<file path="src/rtl/core/pps_pkg.sv">
// Package for the pretoken piece splitter: item types, byte codes, piece modes.
// Used by every module of the block and by its checker; depends on nothing.
`default_nettype none

package pps_pkg;

  // Input item: one raw text byte and the text-end mark
  typedef struct packed {
    logic [7:0] byte_in;
    logic       text_end;
  } pps_in_t;

  // Result item: one decided byte and its piece flags
  typedef struct packed {
    logic [7:0] byte_out;
    logic       piece_end;
    logic       run_last;
  } pps_out_t;

  // Results produced by one input item, oldest in slot 0
  localparam int unsigned MAX_RES = 3;

  typedef struct packed {
    logic [1:0]                 cnt;
    pps_out_t [MAX_RES-1:0]     res;
  } pps_grp_t;

  // Piece role of the oldest undecided byte
  localparam logic [2:0] MODE_START  = 3'd0;
  localparam logic [2:0] MODE_LETTER = 3'd1;
  localparam logic [2:0] MODE_PUNCT  = 3'd2;
  localparam logic [2:0] MODE_BREAK  = 3'd3;
  localparam logic [2:0] MODE_SPACE  = 3'd4;
  localparam logic [2:0] MODE_TAIL2  = 3'd5;
  localparam logic [2:0] MODE_TAIL1  = 3'd6;

  // Undecided bytes held between items, oldest in b0
  typedef struct packed {
    logic [1:0] held_cnt;
    logic [2:0] mode;
    logic [7:0] b0;
    logic [7:0] b1;
  } pps_hold_t;

  // Byte codes
  localparam logic [7:0] CH_APOS  = 8'h27;
  localparam logic [7:0] CH_SPACE = 8'h20;
  localparam logic [7:0] CH_TAB   = 8'h09;
  localparam logic [7:0] CH_CR    = 8'h0D;
  localparam logic [7:0] CH_LF    = 8'h0A;
  localparam logic [7:0] CH_0     = 8'h30;
  localparam logic [7:0] CH_9     = 8'h39;
  localparam logic [7:0] CH_UA    = 8'h41;
  localparam logic [7:0] CH_UZ    = 8'h5A;
  localparam logic [7:0] CH_LA    = 8'h61;
  localparam logic [7:0] CH_LZ    = 8'h7A;
  localparam logic [7:0] CH_HIGH  = 8'h80;
  localparam logic [7:0] CH_S     = 8'h73;
  localparam logic [7:0] CH_T     = 8'h74;
  localparam logic [7:0] CH_M     = 8'h6D;
  localparam logic [7:0] CH_D     = 8'h64;
  localparam logic [7:0] CH_R     = 8'h72;
  localparam logic [7:0] CH_V     = 8'h76;
  localparam logic [7:0] CH_L     = 8'h6C;
  localparam logic [7:0] CH_E     = 8'h65;
  localparam logic [7:0] CASE_GAP = 8'h20;

  // Result queue depth (power of two, at least 4)
  localparam int unsigned OUTQ_DEPTH = 8;

endpackage

`default_nettype wire

</file>
<file path="src/rtl/core/pps_step.sv">
// Piece decision logic: appends one byte to the held bytes and decides up to
// three of them in one combinational pass. Depends on pps_pkg.
`default_nettype none

module pps_step (
  input  pps_pkg::pps_hold_t hold,
  input  pps_pkg::pps_in_t   item,
  output pps_pkg::pps_grp_t  grp,
  output pps_pkg::pps_hold_t hold_nxt
);

  typedef struct packed {
    logic       ok;
    logic       pend;
    logic [2:0] next;
  } pps_dec_t;

  function automatic logic is_letter(input logic [7:0] b);
    return (b >= pps_pkg::CH_UA && b <= pps_pkg::CH_UZ) ||
           (b >= pps_pkg::CH_LA && b <= pps_pkg::CH_LZ) || (b >= pps_pkg::CH_HIGH);
  endfunction

  function automatic logic is_digit(input logic [7:0] b);
    return b >= pps_pkg::CH_0 && b <= pps_pkg::CH_9;
  endfunction

  function automatic logic is_space(input logic [7:0] b);
    return b == pps_pkg::CH_SPACE || (b >= pps_pkg::CH_TAB && b <= pps_pkg::CH_CR);
  endfunction

  function automatic logic is_break(input logic [7:0] b);
    return b == pps_pkg::CH_CR || b == pps_pkg::CH_LF;
  endfunction

  function automatic logic is_punct(input logic [7:0] b);
    return !is_letter(b) && !is_digit(b) && !is_space(b);
  endfunction

  function automatic logic [7:0] lower(input logic [7:0] b);
    return (b >= pps_pkg::CH_UA && b <= pps_pkg::CH_UZ) ? b + pps_pkg::CASE_GAP : b;
  endfunction

  // Decide the oldest byte c given up to two following bytes
  function automatic pps_dec_t decide(input logic [7:0] c, input logic [7:0] n1,
                                      input logic [7:0] n2, input logic [1:0] cnt,
                                      input logic fin, input logic [2:0] mode);
    pps_dec_t   res;
    logic [2:0] m;
    logic [2:0] nx;
    logic       done;
    logic       wait_n2;
    logic       n1h, n1u, n2h, n2u;
    logic [7:0] l1;
    res     = '0;
    m       = mode;
    nx      = pps_pkg::MODE_START;
    done    = 1'b0;
    wait_n2 = 1'b0;
    n1h     = cnt > 2'd1;
    n1u     = !n1h && !fin;
    n2h     = cnt > 2'd2;
    n2u     = !n2h && !fin;
    l1      = lower(n1);
    // Piece start: contractions, prefixed letter runs, space-led punctuation, digits
    if (mode == pps_pkg::MODE_START || mode > pps_pkg::MODE_TAIL1) begin
      if (c == pps_pkg::CH_APOS) begin
        if (n1u) begin
          done = 1'b1;
        end else if (n1h) begin
          if (l1 == pps_pkg::CH_S || l1 == pps_pkg::CH_T ||
              l1 == pps_pkg::CH_M || l1 == pps_pkg::CH_D) begin
            res.ok   = 1'b1;
            res.next = pps_pkg::MODE_TAIL1;
            done     = 1'b1;
          end else if (l1 == pps_pkg::CH_R || l1 == pps_pkg::CH_V || l1 == pps_pkg::CH_L) begin
            if (n2u) begin
              done = 1'b1;
            end else if (n2h && lower(n2) ==
                         ((l1 == pps_pkg::CH_L) ? pps_pkg::CH_L : pps_pkg::CH_E)) begin
              res.ok   = 1'b1;
              res.next = pps_pkg::MODE_TAIL2;
              done     = 1'b1;
            end
          end
        end
      end
      if (!done && (is_punct(c) || c == pps_pkg::CH_SPACE)) begin
        if (n1u) begin
          done = 1'b1;
        end else if (n1h && is_letter(n1)) begin
          res.ok   = 1'b1;
          res.next = pps_pkg::MODE_LETTER;
          done     = 1'b1;
        end else if (c == pps_pkg::CH_SPACE && n1h && is_punct(n1)) begin
          res.ok   = 1'b1;
          res.next = pps_pkg::MODE_PUNCT;
          done     = 1'b1;
        end
      end
      if (!done && is_digit(c)) begin
        res.ok   = 1'b1;
        res.pend = 1'b1;
        res.next = pps_pkg::MODE_START;
        done     = 1'b1;
      end
      if (!done) begin
        m = is_letter(c) ? pps_pkg::MODE_LETTER :
            is_punct(c)  ? pps_pkg::MODE_PUNCT  :
            is_break(c)  ? pps_pkg::MODE_BREAK  : pps_pkg::MODE_SPACE;
      end
    end
    // Continue an open piece
    if (!done) begin
      if (m == pps_pkg::MODE_TAIL2) begin
        res.ok   = 1'b1;
        res.next = pps_pkg::MODE_TAIL1;
      end else if (m == pps_pkg::MODE_TAIL1) begin
        res.ok   = 1'b1;
        res.pend = 1'b1;
        res.next = pps_pkg::MODE_START;
      end else if (!n1u) begin
        case (m)
          pps_pkg::MODE_LETTER: begin
            if (n1h && is_letter(n1)) nx = pps_pkg::MODE_LETTER;
          end
          pps_pkg::MODE_PUNCT: begin
            if (n1h && is_punct(n1)) begin
              nx = pps_pkg::MODE_PUNCT;
            end else if (n1h && is_break(n1)) begin
              nx = pps_pkg::MODE_BREAK;
            end
          end
          pps_pkg::MODE_BREAK: begin
            if (n1h && is_break(n1)) nx = pps_pkg::MODE_BREAK;
          end
          default: begin
            // Whitespace run: a lone space before punctuation goes to the next piece
            if (n1h && is_space(n1)) begin
              if (is_break(n1)) begin
                nx = pps_pkg::MODE_BREAK;
              end else if (n1 == pps_pkg::CH_SPACE) begin
                if (n2u) begin
                  wait_n2 = 1'b1;
                end else if (!(n2h && is_punct(n2))) begin
                  nx = pps_pkg::MODE_SPACE;
                end
              end else begin
                nx = pps_pkg::MODE_SPACE;
              end
            end
          end
        endcase
        res.ok   = !wait_n2;
        res.next = nx;
        res.pend = (nx == pps_pkg::MODE_START);
      end
    end
    return res;
  endfunction

  // Chain up to three decisions over the held bytes plus the new one
  always_comb begin
    logic [7:0] q0, q1, q2;
    logic [1:0] n;
    logic [2:0] mode;
    logic       go;
    logic       fin;
    pps_dec_t   d;
    fin  = item.text_end;
    q0   = item.byte_in;
    q1   = item.byte_in;
    q2   = item.byte_in;
    case (hold.held_cnt)
      2'd0: begin
        q0 = item.byte_in;
      end
      2'd1: begin
        q0 = hold.b0;
      end
      default: begin
        q0 = hold.b0;
        q1 = hold.b1;
      end
    endcase
    n    = (hold.held_cnt > 2'd2) ? 2'd3 : hold.held_cnt + 2'd1;
    mode = hold.mode;
    go   = 1'b1;
    grp  = '0;
    d    = '0;
    for (int k = 0; k < pps_pkg::MAX_RES; k++) begin
      if (go && n != 2'd0) begin
        d = decide(q0, q1, q2, n, fin, mode);
        if (d.ok) begin
          grp.res[k].byte_out  = q0;
          grp.res[k].piece_end = d.pend | (fin && n == 2'd1);
          mode    = d.next;
          q0      = q1;
          q1      = q2;
          n       = n - 2'd1;
          grp.cnt = grp.cnt + 2'd1;
        end else begin
          go = 1'b0;
        end
      end
    end
    // Flag the last result of this item
    for (int k = 0; k < pps_pkg::MAX_RES; k++) begin
      grp.res[k].run_last = (grp.cnt != 2'd0) && (2'(k) == grp.cnt - 2'd1);
    end
    hold_nxt.held_cnt = fin ? 2'd0 : n;
    hold_nxt.mode     = fin ? pps_pkg::MODE_START : mode;
    hold_nxt.b0       = q0;
    hold_nxt.b1       = q1;
  end

endmodule

`default_nettype wire

</file>
<file path="src/rtl/core/pps_outq.sv">
// Result queue: takes up to three results per cycle, hands out one per cycle
// through an output register while out_stall is low. Depends on pps_pkg.
`default_nettype none

module pps_outq #(
  parameter int unsigned DEPTH = pps_pkg::OUTQ_DEPTH
) (
  input  logic                clk,
  input  logic                rst_n,
  input  logic                push,
  input  pps_pkg::pps_grp_t   grp,
  output logic                room,
  output logic                out_vld,
  input  logic                out_stall,
  output pps_pkg::pps_out_t   out_data
);

  localparam int unsigned AW = $clog2(DEPTH);
  localparam int unsigned CW = $clog2(DEPTH + 1);

  pps_pkg::pps_out_t mem [DEPTH];
  logic [AW-1:0]     wr_ptr_r, wr_ptr_nxt;
  logic [AW-1:0]     rd_ptr_r, rd_ptr_nxt;
  logic [CW-1:0]     count_r, count_nxt;
  logic [CW-1:0]     push_n;
  logic              load;
  logic              out_vld_r;
  pps_pkg::pps_out_t out_data_r;
  logic [AW-1:0]     widx [pps_pkg::MAX_RES];

  // Refill the output register when it is empty or being taken
  assign load     = (count_r != '0) && (!out_vld_r || !out_stall);
  assign out_vld  = out_vld_r;
  assign out_data = out_data_r;
  assign room     = count_r <= CW'(DEPTH - pps_pkg::MAX_RES);
  assign push_n   = push ? CW'(grp.cnt) : '0;

  // Advance pointers and fill level
  always_comb begin
    for (int k = 0; k < pps_pkg::MAX_RES; k++) begin
      widx[k] = wr_ptr_r + AW'(k);
    end
    wr_ptr_nxt = wr_ptr_r + AW'(push_n);
    rd_ptr_nxt = rd_ptr_r + AW'(load);
    count_nxt  = count_r + push_n - CW'(load);
  end

  always_ff @(posedge clk) begin
    if (!rst_n) begin
      wr_ptr_r  <= '0;
      rd_ptr_r  <= '0;
      count_r   <= '0;
      out_vld_r <= 1'b0;
    end else begin
      wr_ptr_r <= wr_ptr_nxt;
      rd_ptr_r <= rd_ptr_nxt;
      count_r  <= count_nxt;
      if (!out_vld_r || !out_stall) begin
        out_vld_r <= count_r != '0;
      end
    end
  end

  // Write the new results in order, read the oldest into the output register
  always_ff @(posedge clk) begin
    for (int k = 0; k < pps_pkg::MAX_RES; k++) begin
      if (push && 2'(k) < grp.cnt) begin
        mem[widx[k]] <= grp.res[k];
      end
    end
    if (load) begin
      out_data_r <= mem[rd_ptr_r];
    end
  end

endmodule

`default_nettype wire

</file>
<file path="src/rtl/core/pretoken_piece_splitter.sv">
// Pretoken piece splitter top level: input register, piece decision, result queue.
// Depends on pps_pkg, pps_step and pps_outq.
//
//   port group   dir   payload              role
//   in_*         in    pps_in_t  (9 bits)   raw text bytes, text_end on the last
//   out_*        out   pps_out_t (10 bits)  decided bytes with piece_end, run_last
//
// One input item per cycle is taken while in_stall is low; it is held in the input
// register, where it is decided and up to three results enter the result queue.
// The first result of an item passes the queue into the output register and is
// offered on out_. Results leave one per cycle while out_stall is low; the input
// stalls while the queue lacks room for three results. Reset is synchronous,
// active low.
`default_nettype none

module pretoken_piece_splitter #(
  parameter int unsigned OUTQ_DEPTH = pps_pkg::OUTQ_DEPTH
) (
  input  logic              clk,
  input  logic              rst_n,
  input  logic              in_vld,
  output logic              in_stall,
  input  pps_pkg::pps_in_t  in_data,
  output logic              out_vld,
  input  logic              out_stall,
  output pps_pkg::pps_out_t out_data
);

  logic               in_vld_r;
  pps_pkg::pps_in_t   in_item_r;
  logic [1:0]         held_cnt_r;
  logic [2:0]         mode_r;
  logic [7:0]         b0_r, b1_r;
  pps_pkg::pps_hold_t hold, hold_nxt;
  pps_pkg::pps_grp_t  grp;
  logic               room;
  logic               consume;

  assign consume  = in_vld_r && room;
  assign in_stall = in_vld_r && !room;

  // Hold the input item until the queue has room
  always_ff @(posedge clk) begin
    if (!rst_n) begin
      in_vld_r <= 1'b0;
    end else if (!in_stall) begin
      in_vld_r <= in_vld;
    end
  end

  always_ff @(posedge clk) begin
    if (!in_stall && in_vld) begin
      in_item_r <= in_data;
    end
  end

  // Update held bytes and piece mode when an item is decided
  always_ff @(posedge clk) begin
    if (!rst_n) begin
      held_cnt_r <= 2'd0;
      mode_r     <= pps_pkg::MODE_START;
    end else if (consume) begin
      held_cnt_r <= hold_nxt.held_cnt;
      mode_r     <= hold_nxt.mode;
    end
  end

  always_ff @(posedge clk) begin
    if (consume) begin
      b0_r <= hold_nxt.b0;
      b1_r <= hold_nxt.b1;
    end
  end

  assign hold.held_cnt = held_cnt_r;
  assign hold.mode     = mode_r;
  assign hold.b0       = b0_r;
  assign hold.b1       = b1_r;

  pps_step u_step (
    .hold     (hold),
    .item     (in_item_r),
    .grp      (grp),
    .hold_nxt (hold_nxt)
  );

  pps_outq #(
    .DEPTH (OUTQ_DEPTH)
  ) u_outq (
    .clk       (clk),
    .rst_n     (rst_n),
    .push      (consume),
    .grp       (grp),
    .room      (room),
    .out_vld   (out_vld),
    .out_stall (out_stall),
    .out_data  (out_data)
  );

endmodule

`default_nettype wire

</file>
<file path="config.mk">
export PLATFORM = sky130hd
export DESIGN_NAME = pretoken_piece_splitter
export DESIGN_NICKNAME = d
export VERILOG_FILES = /design/src/rtl/core/pps_pkg.sv /design/src/rtl/core/pps_step.sv /design/src/rtl/core/pps_outq.sv /design/src/rtl/core/pretoken_piece_splitter.sv
export SDC_FILE = /design/constraint.sdc
export NUM_CORES = 1
export LEC_CHECK = 0
export BUFFER_PORTS_ARGS = -buffer_cell sky130_fd_sc_hd__buf_2
export CORE_MARGIN = 4
export CORE_UTILIZATION = 30
export CTS_CLUSTER_SIZE = 24
export DETAILED_ROUTE_END_ITERATION = 12
export GPL_TIMING_DRIVEN = 0
export REMOVE_ABC_BUFFERS = 1
export SLEW_MARGIN = 25
export SYNTH_ARGS = -nofsm -noshare
export SYNTH_HDL_FRONTEND = slang
export SYNTH_SLANG_ARGS = --single-unit
</file>
<file path="constraint.sdc">
create_clock -name clk -period 15.2 [get_ports clk]
set_input_delay 2.28 -clock clk [delete_from_list [all_inputs] [get_ports clk]]
set_output_delay 2.28 -clock clk [all_outputs]
set_load 0.01 [all_outputs]
</file>
; Word-level counts from Yosys, hierarchy flattened
; Memories as Yosys holds them, arrays and structs flattened. A register that Yosys moved wholly into a read port is not among the register bits.
; Index checks and enable logic that the tools add are counted.
[word_totals]
romBits = 0
latchBits = 0
mem_bits_rw = 80
mem_count = 1
reg_bits = 42
out_inout_bits = 12
[classes]
bitwise = 3
multipliers = 0
shift = 0
eq_ne = 67
reduce_logical = 200
div = 0
add_sub_neg = 17
muxes = 297
n_lt_le_gt_ge = 77
[memory_table]
columns = name, depth, word_bits, rd, rd_clocked_by_memory_dff, wr, line_no
row1 = u_outq.mem, 8, 10, 1, 1, 3, pps_outq.sv:21  ; pps_pkg::pps_out_t mem [DEPTH];
[op_table]
columns = op, count
row1 = 3-bit 2-to-1 mux, 94
row2 = "8-bit by 7-bit == test with 1-bit output, second input constant", 21
row3 = 8-bit 2-to-1 mux, 18
row4 = 1-bit 2-to-1 mux, 140
row5 = "8-bit by 7-bit greater-or-equal comparator with 1-bit output, second input constant", 14
row6 = "8-bit by 7-bit <= comparator with 1-bit output, second input constant", 14
row7 = "8-bit by 4-bit == test with 1-bit output, second input constant", 12
row8 = 1-bit logical AND, 93
row9 = 5-bit 2-to-1 mux, 18
row10 = "8-bit by 6-bit == test with 1-bit output, second input constant", 10
row11 = "8-bit by 4-bit greater-or-equal comparator with 1-bit output, second input constant", 7
row12 = "8-bit by 6-bit greater-or-equal comparator with 1-bit output, second input constant", 7
row13 = "8-bit greater-or-equal comparator, second input constant", 7
row14 = "8-bit by 4-bit <= comparator with 1-bit output, second input constant", 7
row15 = "8-bit by 6-bit <= comparator with 1-bit output, second input constant", 7
row16 = 1-bit logical OR, 49
row17 = 1-bit zero test, 41
row18 = 9-bit 2-to-1 mux, 4
row19 = "8-bit by 6-bit adder with 8-bit output, second input constant", 4
row20 = 2-bit 2-to-1 mux, 15
row21 = 3-bit one-hot mux with 3 select lines, 3
row22 = 8-bit == test, 3
row23 = 11-bit 2-to-1 mux, 2
row24 = "3-bit by 2-bit == test with 1-bit output, second input constant", 6
row25 = other kinds (27), 65

; Longest topological paths before layout
[depth]
ltp_word = 146
ltp_mapped = 59

; Cells and area by module
; A second synthesis with hierarchy kept.
[unflattened]
hier_cells = 1564
hier_area_um2 = 12903.6
[modules_own_cells]
columns = mod, cells_each, area_each_um2, n_inst
row1 = pps_step, 895, 5983.2, 1
row2 = pps_outq, 617, 5936.9, 1
row3 = pretoken_piece_splitter, 52, 983.4, 1

; Least setup slack after synthesis
; Ideal clock, no wire load.
[synth_timing]
path_type = reg2reg
start = register held_cnt_r[1]
end = register u_outq.count_r[3]
t_arrival_ns = 11.678
stages_incl_launch_ff = 57
setup_time_ns = 0.115
period_less_slack_ns = 11.793
slack_ns = 3.407
cell_sequence = dfxtp_1 -> or2_1 -> buf_2 -> buf_4 -> clkbuf_1 -> ha_1 -> buf_2 -> mux2i_1 -> inv_2 -> ha_1 -> nand2b_1 -> mux2i_1 -> nand2_2 -> o311a_1 -> o2111ai_1 -> nand4_1 -> o311ai_4 -> nand3_4 -> [21 not listed] -> nand2_1 -> a21oi_1 -> nor4_1 -> a21oi_2 -> or2_4 -> o311a_4 -> or4_4 -> a311oi_4 -> buf_12 -> xnor2_4 -> nand2_1 -> ha_1 -> inv_1 -> ha_1 -> a21o_1 -> a21oi_1 -> xor2_1 -> and2_1
[synth_between]
elab_chain_len = 144
word_cells_on_any_way = 539
cone_classes = add/sub: 10 / order compare: 63 / eq/ne: 61 / mux: 247 / reduce/logical: 158
[synth_rtl]
columns = element, line_no
row1 = start: declaration, pretoken_piece_splitter.sv:31  ; logic [1:0] held_cnt_r;
row2 = start signal: assignment, pretoken_piece_splitter.sv:63  ; held_cnt_r <= hold_nxt.held_cnt;
row3 = 2-bit by 1-bit == test with 1-bit output / 2-bit zero test (equally long branches), pps_step.sv:173  ; case (hold.held_cnt)
row4 = 2-bit OR reduction (no line), -
row5 = 8-bit 2-to-1 mux, pps_step.sv:173
row6 = 8-bit by 7-bit greater-or-equal comparator with 1-bit output / 8-bit by 7-bit <= comparator with 1-bit output (equally long branches), "pps_step.sv:19, pps_step.sv:40"
row7 = 1-bit logical AND, "pps_step.sv:19, pps_step.sv:40"
row8 = 8-bit 2-to-1 mux, pps_step.sv:40  ; return (b >= pps_pkg::CH_UA && b <= pps_pkg::CH_UZ) ? b + pps_pkg::CASE_GAP : b;
row9 = 8-bit by 7-bit == test with 1-bit output, "pps_step.sv:75, pps_step.sv:79"
row10 = 4-bit 2-to-1 mux, pps_step.sv:79  ; ((l1 == pps_pkg::CH_L) ? pps_pkg::CH_L : pps_pkg::CH_E)) begin
row11 = [128 not listed], -
row12 = 1-bit 2-to-1 mux, pps_step.sv:114  ; if (m == pps_pkg::MODE_TAIL2) begin
row13 = 5-bit 2-to-1 mux, pps_step.sv:113  ; if (!done) begin
row14 = 5-bit 2-to-1 mux, pps_step.sv:191  ; if (go && n != 2'd0) begin
row15 = 11-bit 2-to-1 mux, pps_step.sv:193  ; if (d.ok) begin
row16 = 11-bit 2-to-1 mux (*), pps_step.sv:191
row17 = 2-bit 2-to-1 mux (*), pps_outq.sv:36  ; assign push_n = push ? CW'(grp.cnt) : '0;
row18 = 4-bit adder (*), pps_outq.sv:45  ; count_nxt = count_r + push_n - CW'(load);
row19 = 4-bit by 1-bit subtractor with 4-bit output (*), pps_outq.sv:45
row20 = end signal: assignment, pps_outq.sv:57  ; count_r <= count_nxt;
row21 = end: declaration, pps_outq.sv:24  ; logic [CW-1:0] count_r, count_nxt;
; Mark *: on every way between the ends. The rest lies on a longest branch, timed or not. The select of a mux whose other input is x is not followed.
; A chain may end at the register's enable or synchronous reset.

==> reports/results.tsv <==
stage	metric	value	unit
final_layout	multi_input_area	9020	um^2
sta	finalClockSkew	0.0189	ns
grt	grt_first_pass_wirelength	69100	um
clock_tree	htreeDepth	4	
clock_tree	cts_buffer_depth	2	
sta	slew_headroom	26.3	%
logic_synthesis	yosysWarnings	0	
setup_path	startpoint_type	flop	
clock_tree	cts_setup_buffers	0	
setup_path	r2r_setup_slack	0.76	ns
min_path	min_delay_path_depth	2	
grt	grt_max_degree	75	
logic_synthesis	synth_edf_count	115	
drt	detail_route.vias_per_cell	6.10	
setup_path	r2r_cells	40	
setup_path	cp-end-kind	flop	
sta	finalSetupViolCount	0	
setup_path	critPathArrivalTime	14.56	ns
final_layout	syn_to_final_growth	9.62	%
sta	rsz0062_at_grt	false	
drt	wire_per_inst	22.1	um
setup_path	cp_max_fo	37	
clock_tree	ctsResizeCount	0	
die	io_pins	25	
sta	fin_crit	14.44	ns
grt	track_usage	18.1	%
drt	drc	0	
min_path	min_to	u_outq.out_vld	
logic_synthesis	synth_cell_type_count	121	
clock_tree	clock_latency	0.44	ns
die	die-area	47800	um^2
sta	finalMaxSlewViolations	0	
clock_tree	cts.hold.buffers_added	0	
final_layout	regArea	3800	um^2
die	start_util	30.6	%
placement	dp_cells	1994	
clock_tree	tritoncts	yes	
die	die_w	219	um
logic_synthesis	synthesis.area	13300	um^2
sta	worst_slew_pin_slew	1.10	ns
min_path	hp-start	u_outq.out_vld	
logic_synthesis	syn_avg_cell_area	9.02	um^2
grt	grt_antenna_before_repair	0	
run_status	status	finished clean	
logic_synthesis	yosysTopAreaCell	edfxtp_1	
clock_tree	clk_pin_slew	0.07	ns
setup_path	cp_data_required_time	15.33	ns
final_layout	diodes	0	
logic_synthesis	syn_inst	1475	
final_layout	finalNonFillerCells	2030	
placement	hpwl	33000	um
logic_synthesis	synthTopCellsByArea	edfxtp_1 26%, mux2i_1 13%, nor2_1 4.1%	
logic_synthesis	synth_ff_type	edfxtp_1	
logic_synthesis	ys_ff_latch	132	
setup_path	path_class	flop to flop	
setup_path	slowest_delay	0.74	ns
grt	grt_pass1_vias	11700	
placement	gp_congestion	0.974	
drt	drt_iter0_markers	1547	
sta	timing.final.crit_share	95.0	%
placement	portBuffers	24	
die	core-area	43500	um^2
setup_path	timing.rr.start	held_cnt_r[0]	
min_path	min_path_type	flop to flop	
clock_tree	cts_sinks	132	
drt	postRouteWirelength	44800	um
die	num_rows	76	
final_layout	nets	1475	
drt	ant_nets	0	
final_layout	fill_cells	4505	
run	drv_cap	0	
clock_tree	cts_root_buf	clkbuf_16	
drt	first_pass_iters	6	
logic_synthesis	synthArstFlopShare	0	%
final_layout	drive_above_1_share	14.6	%
clock_tree	cts-buffers-inserted	17	
logic_synthesis	ys_seq_area_share	28.5	%
setup_path	r2r-end	u_outq.mem[3][5]	
setup_path	cp_slowest_cell	mux2i_1	
sta	hold_violations	0	
die	dieHeight	219	um
sta	fmax	69.3	MHz
setup_path	cpMostUsedCell	ha_1	
logic_synthesis	synth_top_area_share	26.0	%
drt	vias	12400	
grt	grt-ovfl-total	0	
-- registers in the layout, indices dropped and copies added, names as in the netlist, 2 cells and up --
name,count
u_outq.mem,80
u_outq.out_data,10
in_item_r,9
b0_r,8
b1_r,8
u_outq.count_r,4
mode_r,3
u_outq.rd_ptr_r,3
u_outq.wr_ptr_r,3
held_cnt_r,2
-- cells by family after synthesis --
| family | synth area share (%) |
|---|---|
| AOI/OAI and AO/OA | 21.9 |
| buffers and inverters | 4.56 |
| muxes | 21.4 |
| adders and majority gates | 3.37 |
| and+or+nand+nor | 19.2 |
| DFF | 28.5 |
| xor gates and xnor gates | 1.05 |
-- synth_stat cells (7+ instances only) --
library cell and count:
clkbuf_1 60, and2_1 19, a31oi_1 25, edfxtp_1 115, maj3_1 7, a22oi_1 7
nor2_1 147, nand4_1 15, mux2i_4 7, a211oi_1 14, mux2_2 30, nor3_1 43
dfxtp_1 17, mux2i_1 174, o211ai_1 14, o31a_1 8, a21o_1 10, buf_2 27
o22ai_1 16, ha_1 27, nor4_1 18, o21a_1 8, nand3_1 52, o21ai_0 83
xnor2_1 7, o31ai_1 13, inv_1 30, nand2_1 135, nand2b_1 17, a21oi_1 59
a221oi_1 12, a21boi_0 11, nor2b_1 19, o311ai_0 7, mux4_2 20
-- per-layer routing --
| metal | GRT usage (%) | part of all wire [%] | up-vias |
|---|---|---|---|
| met5 | 0 | 0 | - |
| met4 | 6.02 | 3.1 | 0 |
| met2 | 29.5 | 46 | 624 |
| li1 | - | - | 5611 |
| met1 | 24.9 | 43 | 6051 |
| met3 | 2.42 | 7.8 | 104 |
-- cells in the final DEF, fill, tap and decap left out, types with 18 or more instances in the layout --
| cell | count |
|---|---|
| nor3_1 | 43 |
| a21oi_1 | 58 |
| nor2_1 | 145 |
| nand2_1 | 134 |
| inv_1 | 30 |
| mux4_2 | 20 |
| and2_1 | 19 |
| buf_2 | 25 |
| mux2i_1 | 172 |
| o21ai_0 | 83 |
| nor2b_1 | 19 |
| ha_1 | 27 |
| edfxtp_1 | 115 |
| nand3_1 | 52 |
| nor4_1 | 18 |
| mux2_2 | 30 |
| a31oi_1 | 23 |
-- worst max-delay path: cells and delay by family, from the launching register on --
family	cells	cell delay, ns
flops	1	0.69
mux	2	1.00
fa+ha+maj	4	1.58
simple gates	12	3.70
compound gates	17	5.88
xor+xnor	1	0.32
buf+inv	4	0.92
-- final cells by class --
| class | instances | area share (%) |
|---|---|---|
| flip-flops and latches | 132 | 26.0 |
| multi-input cells | 1207 | 61.9 |
| clock inverters | 12 | 0.738 |
| inverters | 34 | 0.875 |
| clock buffers | 19 | 2.97 |
| repair buffers | 41 | 2.49 |
| well taps | 585 | 5.02 |
-- per-stage QoR --
stage / cell area, um^2 / utilization (%) / setup WS, ns / TNS (ns) / hold slack [ns]
finish: 14600 / 33.6 / 0.763 / 0 / 0.500
CTS: 14500 / 33.3 / 0.412 / 0 / 0.506
global route: 14600 / 33.6 / 0.00779 / 0 / 0.524
global placement: 13700 / 31.5 / -4.72 / -753.01 / 0.471
detailed placement: 13900 / 32.1 / 0.481 / 0 / 0.492
floorplan: 12800 / - / 0.879 / 0 / 0.497
-- worst max path at each step --
stage | startpoint | to | depth (start not counted)
after floorplan | held_cnt_r[1] | u_outq.mem[2][0] | 39
after global placement | held_cnt_r[1] | u_outq.mem[4][6] | 38
after global routing | held_cnt_r[0] | u_outq.mem[3][5] | 41
after CTS | held_cnt_r[0] | u_outq.mem[3][5] | 40
final | held_cnt_r[0] | u_outq.mem[3][5] | 40
after detailed placement | held_cnt_r[0] | u_outq.mem[3][6] | 40
Power is not shown: default switching activity piles up to over one toggle a cycle in this logic, so the estimate is an artifact.
